### src/hw/rtl/sptq_pkg.sv
package sptq_pkg;

    localparam int DEPTH_DEF = 16;

    localparam int MODE_W = 2;
    localparam int ID_W   = 32;
    localparam int PER_W  = 32;
    localparam int TIME_W = 62;
    localparam int DLY_W  = 32;

    localparam logic [MODE_W-1:0] MODE_SET  = 2'd0;
    localparam logic [MODE_W-1:0] MODE_DEL  = 2'd1;
    localparam logic [MODE_W-1:0] MODE_TRIG = 2'd2;

    typedef struct packed {
        logic [ID_W-1:0]   id;
        logic [PER_W-1:0]  period;
        logic [TIME_W-1:0] deadline;
    } entry_t;

    typedef struct packed {
        logic              is_status;
        logic [ID_W-1:0]   fired_id;
        logic [DLY_W-1:0]  next_delay_us;
        logic              queue_empty;
        logic              id_not_found;
        logic              table_full;
        logic              last;
    } result_t;

    typedef enum logic [3:0] {
        S_IDLE,
        S_FIND_RD,
        S_FIND_CHK,
        S_REM_RD,
        S_REM_WR,
        S_INS_PREP,
        S_INS_RD,
        S_INS_CHK,
        S_CNT_RD,
        S_CNT_CHK,
        S_POP,
        S_POP_LD,
        S_FIRE,
        S_STAT_RD,
        S_STAT
    } state_t;

    // Deadline = now + period, saturated at the top of the time range.
    function automatic logic [TIME_W-1:0] sat_add(input logic [TIME_W-1:0] now,
                                                  input logic [PER_W-1:0]  per);
        logic [TIME_W:0] sum;
        begin
            sum = {1'b0, now} + {{(TIME_W + 1 - PER_W){1'b0}}, per};
            if (sum[TIME_W])
            begin
                sat_add = '1;
            end
            else
            begin
                sat_add = sum[TIME_W-1:0];
            end
        end
    endfunction

endpackage

### src/hw/rtl/sptq_if.sv
interface sptq_req_if
    import sptq_pkg::*;
();
    logic                valid;
    logic                ready;
    logic [MODE_W-1:0]   mode;
    logic [ID_W-1:0]     timer_id;
    logic [PER_W-1:0]    delay_us;
    logic [TIME_W-1:0]   now_us;

    modport source (output valid, output mode, output timer_id, output delay_us,
                    output now_us, input ready);
    modport sink (input valid, input mode, input timer_id, input delay_us,
                  input now_us, output ready);
endinterface

interface sptq_rsp_if
    import sptq_pkg::*;
();
    logic                valid;
    logic                ready;
    logic                is_status;
    logic [ID_W-1:0]     fired_id;
    logic [DLY_W-1:0]    next_delay_us;
    logic                queue_empty;
    logic                id_not_found;
    logic                table_full;
    logic                last;

    modport source (output valid, output is_status, output fired_id,
                    output next_delay_us, output queue_empty, output id_not_found,
                    output table_full, output last, input ready);
    modport sink (input valid, input is_status, input fired_id,
                  input next_delay_us, input queue_empty, input id_not_found,
                  input table_full, input last, output ready);
endinterface

### src/hw/rtl/sptq_ram.sv
module sptq_ram
    import sptq_pkg::*;
#(
    parameter int DEPTH = DEPTH_DEF,
    localparam int AW = $clog2(DEPTH)
)
(
    input  logic          clk,
    input  logic          we,
    input  logic [AW-1:0] waddr,
    input  entry_t        wdata,
    input  logic [AW-1:0] raddr,
    output entry_t        rdata
);

    entry_t mem [DEPTH];
    entry_t rdata_reg;

    always_ff @(posedge clk)
    begin
        if (we)
        begin
            mem[waddr] <= wdata;
        end
        rdata_reg <= mem[raddr];
    end

    assign rdata = rdata_reg;

endmodule

### src/hw/rtl/sorted_periodic_timer_queue_top.sv
// Channel | Dir | Beat carries
// --------+-----+-----------------------------------------------------------------
// req     | in  | mode, timer_id, delay_us, now_us
// rsp     | out | is_status, fired_id, next_delay_us, queue_empty, id_not_found,
//         |     | table_full, last
//
// One request at a time. The table RAM has a registered read, so each table step is a
// read state then a check or write state. Search scans entries for the ID; remove
// shifts the tail down over the removed slot; insert walks down from the top,
// moving later deadlines up one slot; status reads the head. Trigger counts expired
// head entries, then per fired timer re-arms the head, removes and re-inserts it and
// sends a fire beat; status is last. Reset clears the entry count and the sequencer.
// req is taken only when idle; a held rsp beat stalls the sequencer before the next one.
module sorted_periodic_timer_queue_top
    import sptq_pkg::*;
#(
    parameter int DEPTH = DEPTH_DEF
)
(
    input  logic       clk,
    input  logic       rst_n,
    sptq_req_if.sink   req,
    sptq_rsp_if.source rsp
);

    localparam int AW = $clog2(DEPTH);
    localparam int CW = $clog2(DEPTH + 1);

    state_t            state_reg, state_next;
    logic [CW-1:0]     count_reg, count_next;
    logic [CW-1:0]     idx_reg, idx_next;
    logic [CW-1:0]     k_reg, k_next;
    logic              out_valid_reg, out_valid_next;

    logic [MODE_W-1:0] mode_reg, mode_next;
    logic [ID_W-1:0]   id_reg, id_next;
    logic [PER_W-1:0]  delay_reg, delay_next;
    logic [TIME_W-1:0] now_reg, now_next;
    entry_t            new_reg, new_next;
    logic              nf_reg, nf_next;
    logic              full_reg, full_next;
    result_t           out_reg, out_next;

    logic              mem_we;
    logic [AW-1:0]     mem_waddr;
    entry_t            mem_wdata;
    logic [AW-1:0]     mem_raddr;
    entry_t            rdata;

    logic              req_fire;
    logic              out_free;
    logic              id_match;
    logic              expired;
    logic              ins_move;
    logic              rem_done;
    logic              tbl_full;
    logic [PER_W-1:0]  add_b;
    logic [TIME_W-1:0] dl_sum;
    logic [TIME_W-1:0] head_diff;
    logic [CW-1:0]     idx_inc;
    logic [CW-1:0]     idx_dec;
    state_t            ins_done_state;

    sptq_ram #(
        .DEPTH (DEPTH)
    ) u_ram (
        .clk   (clk),
        .we    (mem_we),
        .waddr (mem_waddr),
        .wdata (mem_wdata),
        .raddr (mem_raddr),
        .rdata (rdata)
    );

    assign req.ready = (state_reg == S_IDLE);
    assign req_fire  = req.valid && req.ready;
    assign out_free  = !out_valid_reg || rsp.ready;

    assign idx_inc  = idx_reg + CW'(1);
    assign idx_dec  = idx_reg - CW'(1);
    assign id_match = (rdata.id == id_reg);
    assign expired  = (rdata.deadline <= now_reg);
    assign ins_move = (rdata.deadline > new_reg.deadline);
    assign rem_done = (idx_inc >= count_reg);
    assign tbl_full = (count_reg >= CW'(DEPTH));

    // Single deadline adder shared by set and re-arm.
    assign add_b  = (state_reg == S_POP_LD) ? rdata.period : delay_reg;
    assign dl_sum = sat_add(now_reg, add_b);

    assign head_diff = rdata.deadline - now_reg;

    assign ins_done_state = (mode_reg == MODE_TRIG) ? S_FIRE : S_STAT_RD;

    always_comb
    begin
        state_next = state_reg;
        case (state_reg)
            S_IDLE:
            begin
                if (req_fire)
                begin
                    case (req.mode)
                        MODE_SET:  state_next = S_FIND_RD;
                        MODE_DEL:  state_next = S_FIND_RD;
                        MODE_TRIG: state_next = S_CNT_RD;
                        default:   state_next = S_STAT_RD;
                    endcase
                end
            end
            S_FIND_RD:
            begin
                if (idx_reg == count_reg)
                begin
                    state_next = (mode_reg == MODE_SET) ? S_INS_PREP : S_STAT_RD;
                end
                else
                begin
                    state_next = S_FIND_CHK;
                end
            end
            S_FIND_CHK:
            begin
                state_next = id_match ? S_REM_RD : S_FIND_RD;
            end
            S_REM_RD:
            begin
                if (rem_done)
                begin
                    state_next = (mode_reg == MODE_DEL) ? S_STAT_RD : S_INS_PREP;
                end
                else
                begin
                    state_next = S_REM_WR;
                end
            end
            S_REM_WR:
            begin
                state_next = S_REM_RD;
            end
            S_INS_PREP:
            begin
                if ((mode_reg == MODE_SET) && tbl_full)
                begin
                    state_next = S_STAT_RD;
                end
                else
                begin
                    state_next = S_INS_RD;
                end
            end
            S_INS_RD:
            begin
                state_next = (idx_reg == '0) ? ins_done_state : S_INS_CHK;
            end
            S_INS_CHK:
            begin
                state_next = ins_move ? S_INS_RD : ins_done_state;
            end
            S_CNT_RD:
            begin
                state_next = (k_reg == count_reg) ? S_POP : S_CNT_CHK;
            end
            S_CNT_CHK:
            begin
                state_next = expired ? S_CNT_RD : S_POP;
            end
            S_POP:
            begin
                state_next = (k_reg == '0) ? S_STAT_RD : S_POP_LD;
            end
            S_POP_LD:
            begin
                state_next = S_REM_RD;
            end
            S_FIRE:
            begin
                if (out_free)
                begin
                    state_next = S_POP;
                end
            end
            S_STAT_RD:
            begin
                state_next = S_STAT;
            end
            S_STAT:
            begin
                if (out_free)
                begin
                    state_next = S_IDLE;
                end
            end
            default:
            begin
                state_next = S_IDLE;
            end
        endcase
    end

    always_comb
    begin
        count_next     = count_reg;
        idx_next       = idx_reg;
        k_next         = k_reg;
        out_valid_next = out_valid_reg && !rsp.ready;
        mode_next      = mode_reg;
        id_next        = id_reg;
        delay_next     = delay_reg;
        now_next       = now_reg;
        new_next       = new_reg;
        nf_next        = nf_reg;
        full_next      = full_reg;
        out_next       = out_reg;
        mem_we         = 1'b0;
        mem_waddr      = idx_reg[AW-1:0];
        mem_wdata      = rdata;
        mem_raddr      = idx_reg[AW-1:0];

        case (state_reg)
            S_IDLE:
            begin
                if (req_fire)
                begin
                    mode_next  = req.mode;
                    id_next    = req.timer_id;
                    delay_next = req.delay_us;
                    now_next   = req.now_us;
                    nf_next    = 1'b0;
                    full_next  = 1'b0;
                    idx_next   = '0;
                    k_next     = '0;
                end
            end
            S_FIND_RD:
            begin
                if ((idx_reg == count_reg) && (mode_reg == MODE_DEL))
                begin
                    nf_next = 1'b1;
                end
            end
            S_FIND_CHK:
            begin
                if (!id_match)
                begin
                    idx_next = idx_inc;
                end
            end
            S_REM_RD:
            begin
                // shift the tail down over the removed slot
                mem_raddr = idx_inc[AW-1:0];
                if (rem_done)
                begin
                    count_next = count_reg - CW'(1);
                end
            end
            S_REM_WR:
            begin
                mem_we   = 1'b1;
                idx_next = idx_inc;
            end
            S_INS_PREP:
            begin
                idx_next = count_reg;
                if (mode_reg == MODE_SET)
                begin
                    if (tbl_full)
                    begin
                        full_next = 1'b1;
                    end
                    else
                    begin
                        new_next.id       = id_reg;
                        new_next.period   = delay_reg;
                        new_next.deadline = dl_sum;
                    end
                end
            end
            S_INS_RD:
            begin
                // walk down from the top, moving later deadlines up one slot
                mem_raddr = idx_dec[AW-1:0];
                if (idx_reg == '0)
                begin
                    mem_we     = 1'b1;
                    mem_wdata  = new_reg;
                    count_next = count_reg + CW'(1);
                end
            end
            S_INS_CHK:
            begin
                mem_we = 1'b1;
                if (ins_move)
                begin
                    idx_next = idx_dec;
                end
                else
                begin
                    mem_wdata  = new_reg;
                    count_next = count_reg + CW'(1);
                end
            end
            S_CNT_RD:
            begin
                mem_raddr = k_reg[AW-1:0];
            end
            S_CNT_CHK:
            begin
                if (expired)
                begin
                    k_next = k_reg + CW'(1);
                end
            end
            S_POP:
            begin
                mem_raddr = '0;
            end
            S_POP_LD:
            begin
                // head is always the next expired timer; later re-arms land behind it
                new_next.id       = rdata.id;
                new_next.period   = rdata.period;
                new_next.deadline = dl_sum;
                k_next            = k_reg - CW'(1);
                idx_next          = '0;
            end
            S_FIRE:
            begin
                if (out_free)
                begin
                    out_next                = '0;
                    out_next.fired_id       = new_reg.id;
                    out_valid_next          = 1'b1;
                end
            end
            S_STAT_RD:
            begin
                mem_raddr = '0;
            end
            S_STAT:
            begin
                mem_raddr = '0;
                if (out_free)
                begin
                    out_next              = '0;
                    out_next.is_status    = 1'b1;
                    out_next.id_not_found = nf_reg;
                    out_next.table_full   = full_reg;
                    out_next.last         = 1'b1;
                    if (count_reg == '0)
                    begin
                        out_next.queue_empty = 1'b1;
                    end
                    else if (rdata.deadline > now_reg)
                    begin
                        if (|head_diff[TIME_W-1:DLY_W])
                        begin
                            out_next.next_delay_us = '1;
                        end
                        else
                        begin
                            out_next.next_delay_us = head_diff[DLY_W-1:0];
                        end
                    end
                    out_valid_next = 1'b1;
                end
            end
            default:
            begin
                mem_raddr = '0;
            end
        endcase
    end

    always_ff @(posedge clk or negedge rst_n)
    begin
        if (!rst_n)
        begin
            state_reg     <= S_IDLE;
            count_reg     <= '0;
            idx_reg       <= '0;
            k_reg         <= '0;
            out_valid_reg <= 1'b0;
        end
        else
        begin
            state_reg     <= state_next;
            count_reg     <= count_next;
            idx_reg       <= idx_next;
            k_reg         <= k_next;
            out_valid_reg <= out_valid_next;
        end
    end

    always_ff @(posedge clk)
    begin
        mode_reg  <= mode_next;
        id_reg    <= id_next;
        delay_reg <= delay_next;
        now_reg   <= now_next;
        new_reg   <= new_next;
        nf_reg    <= nf_next;
        full_reg  <= full_next;
        out_reg   <= out_next;
    end

    assign rsp.valid         = out_valid_reg;
    assign rsp.is_status     = out_reg.is_status;
    assign rsp.fired_id      = out_reg.fired_id;
    assign rsp.next_delay_us = out_reg.next_delay_us;
    assign rsp.queue_empty   = out_reg.queue_empty;
    assign rsp.id_not_found  = out_reg.id_not_found;
    assign rsp.table_full    = out_reg.table_full;
    assign rsp.last          = out_reg.last;

endmodule
### src/flat_wrapper.sv
// flat-port wrapper written by rule: the top's interface ports become plain ports
module sorted_periodic_timer_queue_top_flat import sptq_pkg::*;
#(
    parameter int DEPTH = DEPTH_DEF
)
  (clk, rst_n, req_valid, req_mode, req_timer_id, req_delay_us, req_now_us, req_ready, rsp_valid, rsp_is_status, rsp_fired_id, rsp_next_delay_us, rsp_queue_empty, rsp_id_not_found, rsp_table_full, rsp_last, rsp_ready);
  sptq_req_if req_i ();
  sptq_rsp_if rsp_i ();
  input  logic clk;
  input  logic rst_n;
  input wire logic [$bits(req_i.valid)-1:0] req_valid;
  input wire logic [$bits(req_i.mode)-1:0] req_mode;
  input wire logic [$bits(req_i.timer_id)-1:0] req_timer_id;
  input wire logic [$bits(req_i.delay_us)-1:0] req_delay_us;
  input wire logic [$bits(req_i.now_us)-1:0] req_now_us;
  output wire logic [$bits(req_i.ready)-1:0] req_ready;
  output wire logic [$bits(rsp_i.valid)-1:0] rsp_valid;
  output wire logic [$bits(rsp_i.is_status)-1:0] rsp_is_status;
  output wire logic [$bits(rsp_i.fired_id)-1:0] rsp_fired_id;
  output wire logic [$bits(rsp_i.next_delay_us)-1:0] rsp_next_delay_us;
  output wire logic [$bits(rsp_i.queue_empty)-1:0] rsp_queue_empty;
  output wire logic [$bits(rsp_i.id_not_found)-1:0] rsp_id_not_found;
  output wire logic [$bits(rsp_i.table_full)-1:0] rsp_table_full;
  output wire logic [$bits(rsp_i.last)-1:0] rsp_last;
  input wire logic [$bits(rsp_i.ready)-1:0] rsp_ready;
  assign req_i.valid = req_valid;
  assign req_i.mode = req_mode;
  assign req_i.timer_id = req_timer_id;
  assign req_i.delay_us = req_delay_us;
  assign req_i.now_us = req_now_us;
  assign req_ready = req_i.ready;
  assign rsp_valid = rsp_i.valid;
  assign rsp_is_status = rsp_i.is_status;
  assign rsp_fired_id = rsp_i.fired_id;
  assign rsp_next_delay_us = rsp_i.next_delay_us;
  assign rsp_queue_empty = rsp_i.queue_empty;
  assign rsp_id_not_found = rsp_i.id_not_found;
  assign rsp_table_full = rsp_i.table_full;
  assign rsp_last = rsp_i.last;
  assign rsp_i.ready = rsp_ready;
  sorted_periodic_timer_queue_top #(.DEPTH(DEPTH)) u_core (.clk(clk), .rst_n(rst_n), .req(req_i), .rsp(rsp_i));
endmodule
### config.mk
export PLATFORM = sky130hd
export DESIGN_NAME = sorted_periodic_timer_queue_top_flat
export DESIGN_NICKNAME = d
export VERILOG_FILES = /design/src/hw/rtl/sptq_pkg.sv /design/src/hw/rtl/sptq_if.sv /design/src/hw/rtl/sptq_ram.sv /design/src/hw/rtl/sorted_periodic_timer_queue_top.sv /design/src/flat_wrapper.sv
export SDC_FILE = /design/constraint.sdc
export NUM_CORES = 2
export LEC_CHECK = 0
export ABC_CLOCK_PERIOD_IN_PS = 27500
export BUFFER_PORTS_ARGS = -buffer_cell sky130_fd_sc_hd__buf_2
export CORE_UTILIZATION = 45
export CTS_CLUSTER_SIZE = 16
export DETAILED_ROUTE_END_ITERATION = 6
export SYNTH_ARGS = -nofsm -noshare
export SYNTH_HDL_FRONTEND = slang
export SYNTH_HIERARCHICAL = 1
export SYNTH_SLANG_ARGS = --single-unit
export TNS_END_PERCENT = 50
### constraint.sdc
create_clock -name clk -period 27.5 [get_ports clk]
set_input_delay 1.375 -clock clk [delete_from_list [all_inputs] [get_ports clk]]
set_output_delay 1.375 -clock clk [all_outputs]
set_load 0.03 [all_outputs]
; ---- Word-level counts from Yosys, hierarchy flattened
; Memory sizes are Yosys's and may differ from the RTL's. A register that Yosys moved wholly into a read port is not among the register bits.
; Index checks and enable logic that the tools add are counted.
[op_classes]
muxes = 55
add_sub_neg = 8
n_eq_ne = 34
reduce_logical = 35
order_cmp = 5
[ops]
columns = op, n
row1 = 126-bit 2-to-1 mux, 4
row2 = 126-bit one-hot mux with 2 select lines, 2
row3 = 69-bit 2-to-1 mux, 2
row4 = 69-bit one-hot mux with 2 select lines, 1
row5 = 32-bit 2-to-1 mux, 4
row6 = 62-bit > comparator, 2
row7 = 62-bit by 32-bit adder with 63-bit output, 1
row8 = 62-bit <= comparator, 1
row9 = 62-bit 2-to-1 mux, 1
row10 = 62-bit subtractor, 1
row11 = 4-bit one-hot mux with 14 select lines, 1
row12 = 4-bit 2-to-1 mux, 10
row13 = 5-bit 2-to-1 mux, 7
row14 = 32-bit equality test, 1
row15 = 5-bit one-hot mux with 3 select lines, 2
row16 = 5-bit one-hot mux with 6 select lines, 1
row17 = 30-bit OR reduction, 1
row18 = 4-bit equality test (second input constant), 7
row19 = 2-bit by 1-bit inequality test with 1-bit output (second input constant), 9
row20 = 4-bit by 3-bit equality test with 1-bit output (second input constant), 4
row21 = 4-bit one-hot mux with 4 select lines, 1
row22 = 5-bit by 1-bit adder with 5-bit output (second input constant), 3
row23 = 5-bit zero test, 3
row24 = 3-bit AND reduction, 5
row25 = other kinds (26), 63
[word_totals]
regBits = 345
mem_count = 1
inputBits = 132
ramBits = 2016
[memory_table]
columns = name, depth, width, read_ports, rd_clocked_by_memory_dff, write_ports, line_no
row1 = u_core.u_ram.mem, 16, 126, 1, 1, 1, sptq_ram.sv:16  ; entry_t mem [DEPTH];

; ---- Depth between registers and ports, before layout
[depth]
ltp_word = 7
depth_mapped = 22
mapped_depth_nobuf = 17

; ---- Hierarchy
; The synthesis kept the hierarchy.
[modules_own_cells]
columns = module, cells_each, area_each_um2, instances
row1 = sptq_ram, 3304, 78203.8, 1
row2 = sorted_periodic_timer_queue_top, 2513, 23593.9, 1

; ---- Worst setup path after synthesis
; No wires, ideal clock.
[synth_path]
kind = reg2reg
startpoint = reg u_core.idx_reg[0]
endpoint = mem u_core/u_ram/mem[0][0] in the netlist's numbering (enable)
arrival_time_ns = 10.761
setup_time_ns = 0.765
slack_ns = 15.974
n_path_buf = 1
stages_incl_launch_ff = 10
period_less_slack_ns = 11.526
t_required_ns = 26.735
path_cell_list = dfrtp_1 > clkbuf_1 > inv_1 > ha_1 > inv_1 > nor4_1 > nor2_1 > a211oi_1 > or3b_2 > nor3_1
[synth_via]
elab_chain_len = 5
[synth_lines]
columns = element, line_no
row1 = "start, declared", sorted_periodic_timer_queue_top.sv:31  ; logic [CW-1:0] idx_reg, idx_next;
row2 = "start signal, assigned", sorted_periodic_timer_queue_top.sv:390  ; idx_reg <= idx_next;
row3 = 5-bit zero test, sorted_periodic_timer_queue_top.sv:284  ; if (idx_reg == '0)
row4 = 1-bit 2-to-1 mux, sorted_periodic_timer_queue_top.sv:284
row5 = 1-bit one-hot mux with 2 select lines, sorted_periodic_timer_queue_top.sv:220  ; case (state_reg)
row6 = named net u_core.mem_we, sorted_periodic_timer_queue_top.sv:44  ; logic mem_we;
row7 = 1-bit 2-to-1 mux, sptq_ram.sv:21  ; if (we)
row8 = 1-bit 2-to-1 mux (not written as such), sptq_ram.sv:23  ; mem[waddr] <= wdata;
row9 = "end, declared", sptq_ram.sv:16
; The timed path passes the listed nets, and every way through them passes these cells.

; ---- Worst setup path after layout
[layout_path]
startpoint = reg u_core.state_reg[3]
endpoint = reg u_core/new_reg[51] in the netlist's numbering (data pin)
[layout_via]
elab_chain_len = 7
word_cells_on_any_way = 8
cone_classes = add/sub (1) / eq/ne (2) / mux (5)
[layout_lines]
columns = element, line_no
row1 = "start, declared", sorted_periodic_timer_queue_top.sv:29  ; state_t state_reg, state_next;
row2 = "start signal, assigned", sorted_periodic_timer_queue_top.sv:388  ; state_reg <= state_next;
row3 = 4-bit equality test *, sorted_periodic_timer_queue_top.sv:88  ; assign add_b = (state_reg == S_POP_LD) ? rdata.period : delay_reg;
row4 = 32-bit 2-to-1 mux *, sorted_periodic_timer_queue_top.sv:88
row5 = named net u_core.add_b[1], sorted_periodic_timer_queue_top.sv:57  ; logic [PER_W-1:0] add_b;
row6 = 62-bit by 32-bit adder with 63-bit output *, sptq_pkg.sv:54  ; sum = {1'b0, now} + {{(TIME_W + 1 - PER_W){1'b0}}, per};
row7 = 62-bit 2-to-1 mux *, sptq_pkg.sv:55  ; if (sum[TIME_W])
row8 = 126-bit 2-to-1 mux, sorted_periodic_timer_queue_top.sv:268  ; if (tbl_full)
row9 = 126-bit 2-to-1 mux, sorted_periodic_timer_queue_top.sv:266  ; if (mode_reg == MODE_SET)
row10 = 126-bit one-hot mux with 2 select lines *, sorted_periodic_timer_queue_top.sv:220
row11 = "end signal, assigned", sorted_periodic_timer_queue_top.sv:402  ; new_reg <= new_next;
row12 = "end, declared", sorted_periodic_timer_queue_top.sv:39  ; entry_t new_reg, new_next;
; Mark *: on every way through the listed nets, which the timed path passes. The rest lies on a longest branch. The select of a mux whose other input is x is not followed.
; A chain may end at the register's enable or synchronous reset.

==> flow_metrics.tcl <==
set metrics [dict create \
    outcome "finished, violations left" \
    violations "design-rule violations" \
    clock.fmax_mhz 140.7 \
    largest_reg_flops 2016 \
    grt_usage_pct 24.42 \
    ys_types 93 \
    worstSetupEndpointType "flop" \
    path_clk_slew_ns 0.06 \
    syn_area_um2 101800 \
    relSlewSlack_pct 14.10 \
    crit_type "flop to flop" \
    cts_tree "yes" \
    synth_edf_count 2340 \
    cts_root_buf "clkbuf_16" \
    yosysWarnings 6 \
    worstReg2RegEnd "u_core/new_reg[51]" \
    whs_ns 0.4357 \
    total_leakage_power_nw 38.76 \
    clk_path_buf_depth 4 \
    place_hpwl_um 161000 \
    ff_latch_area_um2 73290 \
    grt_start_max_net_pins 127 \
    routed_via_density 5.991 \
    core_um2 224900 \
    peakVddDrop_mv 0.1288 \
    clock_sinks 2486 \
    worstSkewPairLatency_ns 0.94 \
    yosysTopAreaCell "edfxtp_1" \
    cts_setup_buffers 0 \
    avgSynthCellArea_um2 17.50 \
    async_flop_share_pct 0.8045 \
    cts_buffers 277 \
    finalSetupViolCount 0 \
    finalHoldViolations 0 \
    area_growth_pct 13.39 \
    final.min_clock_period_ns 7.108 \
    cp_max_fo 38 \
    finalNetCount 6479 \
    postCtsHoldBufs 0 \
    yosys_register_bits 2486 \
    design.die.area_um2 228100 \
    drc_errors 44 \
    r2r_start "u_core/state_reg[3]" \
    ctsResizeCount 0 \
    first_global_vias 55110 \
    dieHeight_um 477.6 \
    hold_class "input port to asynchronous set/reset pin" \
    ys.flop_type "edfxtp_1" \
    dr.pass1.iters 7 \
    fin_crit_sh_pct 25.85 \
    io_buffers 202 \
    ys_seq_area_share_pct 72.00 \
    grt_antenna_before_repair 12 \
    reg2regPathDepth 17 \
    cp_data_arrival_time_ns 7.74 \
    worst_ep_required_time_ns 28.13 \
    syn_nets 6122 \
    grt_setup_unrepaired "no" \
    multi_input_area_um2 26800 \
    wl_per_cell_um 29.97 \
    tns_ns 0 \
    cap_viol_max_count 0 \
    gp_congestion 0.9452 \
    antenna_left 0 \
    htreeDepth 5 \
    r2r_slack_ns 20.39 \
    drv_slew 0 \
    n_fill_cell 18080 \
    p_per_area_nw_per_um2 122.0 \
    clock_skew_ns 0.09427 \
    final_area_um2 115400 \
    rows 174 \
    synth.area.top_cells "edfxtp_1 (69%), mux4_2 (10%), dfxtp_1 (2.5%)" \
    initial_core_util_pct 45.26 \
    drt-total-wl_um 280900 \
    tightestPinTransition_ns 1.288 \
    overflow 0 \
    synth_top_area_share_pct 69.03 \
    vias 56150 \
    placed_cell_area_um2 106900 \
    final_layout_size_suffix_gt1_share_pct 22.14 \
    pin_count 203 \
    startpoint_type "flop" \
    grt_pass1_wl_um 400000 \
    dr.first_iter.drc_count 6028 \
    syn_inst 5817 \
    dieWidth_um 477.6 \
]
-- how the worst max path moves through the flow --
| stage | startpoint | end | slack [ns] | cells after the start |
|---|---|---|---|---|
| final | u_core/state_reg[3] | u_core/new_reg[51] | 20.39 | 17 |
| after global routing | u_core/state_reg[3] | u_core/new_reg[51] | 19.99 | 17 |
| after CTS | u_core/state_reg[3] | u_core/new_reg[51] | 20.37 | 17 |
| after detailed placement | u_core/state_reg[3] | u_core/new_reg[51] | 20.46 | 17 |
| after global placement | u_core/state_reg[3] | u_core/new_reg[51] | 20.50 | 17 |
| after floorplan | u_core/idx_reg[0] | u_core/u_ram/mem[0][0] | 15.97 | 9 |
-- cells in the final DEF (no fill, tap or decap), drive strengths merged, types with 11 or more instances in the layout --
master and instances:
nand2b 30, o21ai 186, dfrtp 20, o21bai 14, ha 169, a21o 75, and2 42, a211oi 20
xnor2 69, nor2b 35, nor2 125, inv 183, o211ai 15, mux4 470, buf 355, nor4 27
nor3 87, bufinv 14, a31oi 50, clkinv 83, a21oi 159, edfxtp 2340, dfxtp 126, and3 19
xor2 65, a221oi 21, o31ai 11, nand4 52, mux2i 28, clkbuf 373, nand2 542, a22oi 219
o221ai 28, mux2 145, nand3 39, o21a 20, or3 15
-- worst max-delay path: stages (launching register included) --
cell      delay [ns]
dfrtp_1         0.85
nor2b_1         0.46
nand3_4         0.59
buf_4           0.52
clkinv_2        0.51
nand2_1         0.12
nand2_1         0.15
ha_1            0.25
a21o_1          0.16
a21o_1          0.21
a211oi_1        0.32
o221a_2         0.31
o211ai_1        0.19
a221oi_2        0.57
o21bai_1        0.19
a21oi_2         0.86
nor3_1          0.13
mux2_1          0.35
-- per-layer routing --
layer	part of all wire (%)	track usage, %
met5	0.011	0
met4	3.6	8.586
met3	6.6	3.172
met2	47	38.62
met1	43	34.91
-- cell type report --
cell class	count	area share (%)
Antenna cell	2	0.004336
Clock buffer	373	6.607
Clock inverter	110	0.7935
Inverter	178	0.5908
Multi-Input combinational cell	2876	23.22
Sequential cell	2486	63.50
Tap cell	2992	3.243
Timing Repair Buffer	355	2.044
-- power breakdown --
group	total [mW]	internal [mW]	switching, mW
clock	3.51	2.07	1.44
sequential	5.30	5.01	0.286
combinational	5.28	2.12	3.16
-- kinds of logic after synthesis --
kind of cell	Yosys count	share of synthesized area (%)
flip-flops	2486	72.00
AND/OR/NAND/NOR	1042	4.684
AO/OA/AOI/OAI	884	5.820
multiplexers	643	12.28
buffers and inverters	455	1.914
adder cells (fa/ha/maj)	173	2.156
XOR/XNOR	134	1.153
-- synth_stat cells, types with 5 or more instances --
library cell / n
buf_2: 67
a21o_1: 74
clkbuf_1: 139
or3_1: 15
o21bai_1: 14
a31oi_1: 50
o21a_1: 19
inv_1: 177
a22oi_1: 219
xor2_1: 65
dfrtp_1: 20
o221ai_1: 27
nand3_1: 39
nor2_1: 124
and3_1: 18
o211ai_1: 15
mux2_2: 144
buf_6: 5
o22ai_1: 8
nor2b_1: 35
o21ai_1: 7
a221oi_1: 19
ha_1: 169
a211oi_1: 20
dfxtp_1: 126
a21oi_1: 156
buf_1: 33
nand4_1: 52
buf_4: 31
a21boi_0: 5
or2_2: 7
mux2i_1: 28
edfxtp_1: 2340
nand2_1: 542
mux4_2: 470
and2_1: 42
nor4_1: 26
nand2b_1: 30
o21ai_0: 179
xnor2_1: 69
nor3_1: 85
o31ai_1: 11
-- per-stage QoR --
| stage | util, % | cells | power, mW | setup slack [ns] |
|---|---|---|---|---|
| 3_5_place_dp | 47.52 | 8887 | 10.65 | 20.46 |
| 4_1_cts | 51.32 | 9370 | 14.17 | 20.37 |
| 6_report | 51.32 | 9372 | 14.09 | 20.39 |
| 2_1_floorplan | - | 5817 | 9.035 | 15.97 |
| 5_1_grt | 51.32 | 9371 | 14.73 | 19.99 |
| 3_3_place_gp | 47.52 | 8887 | 10.58 | 20.50 |
Power figures use the tool's default switching activity.
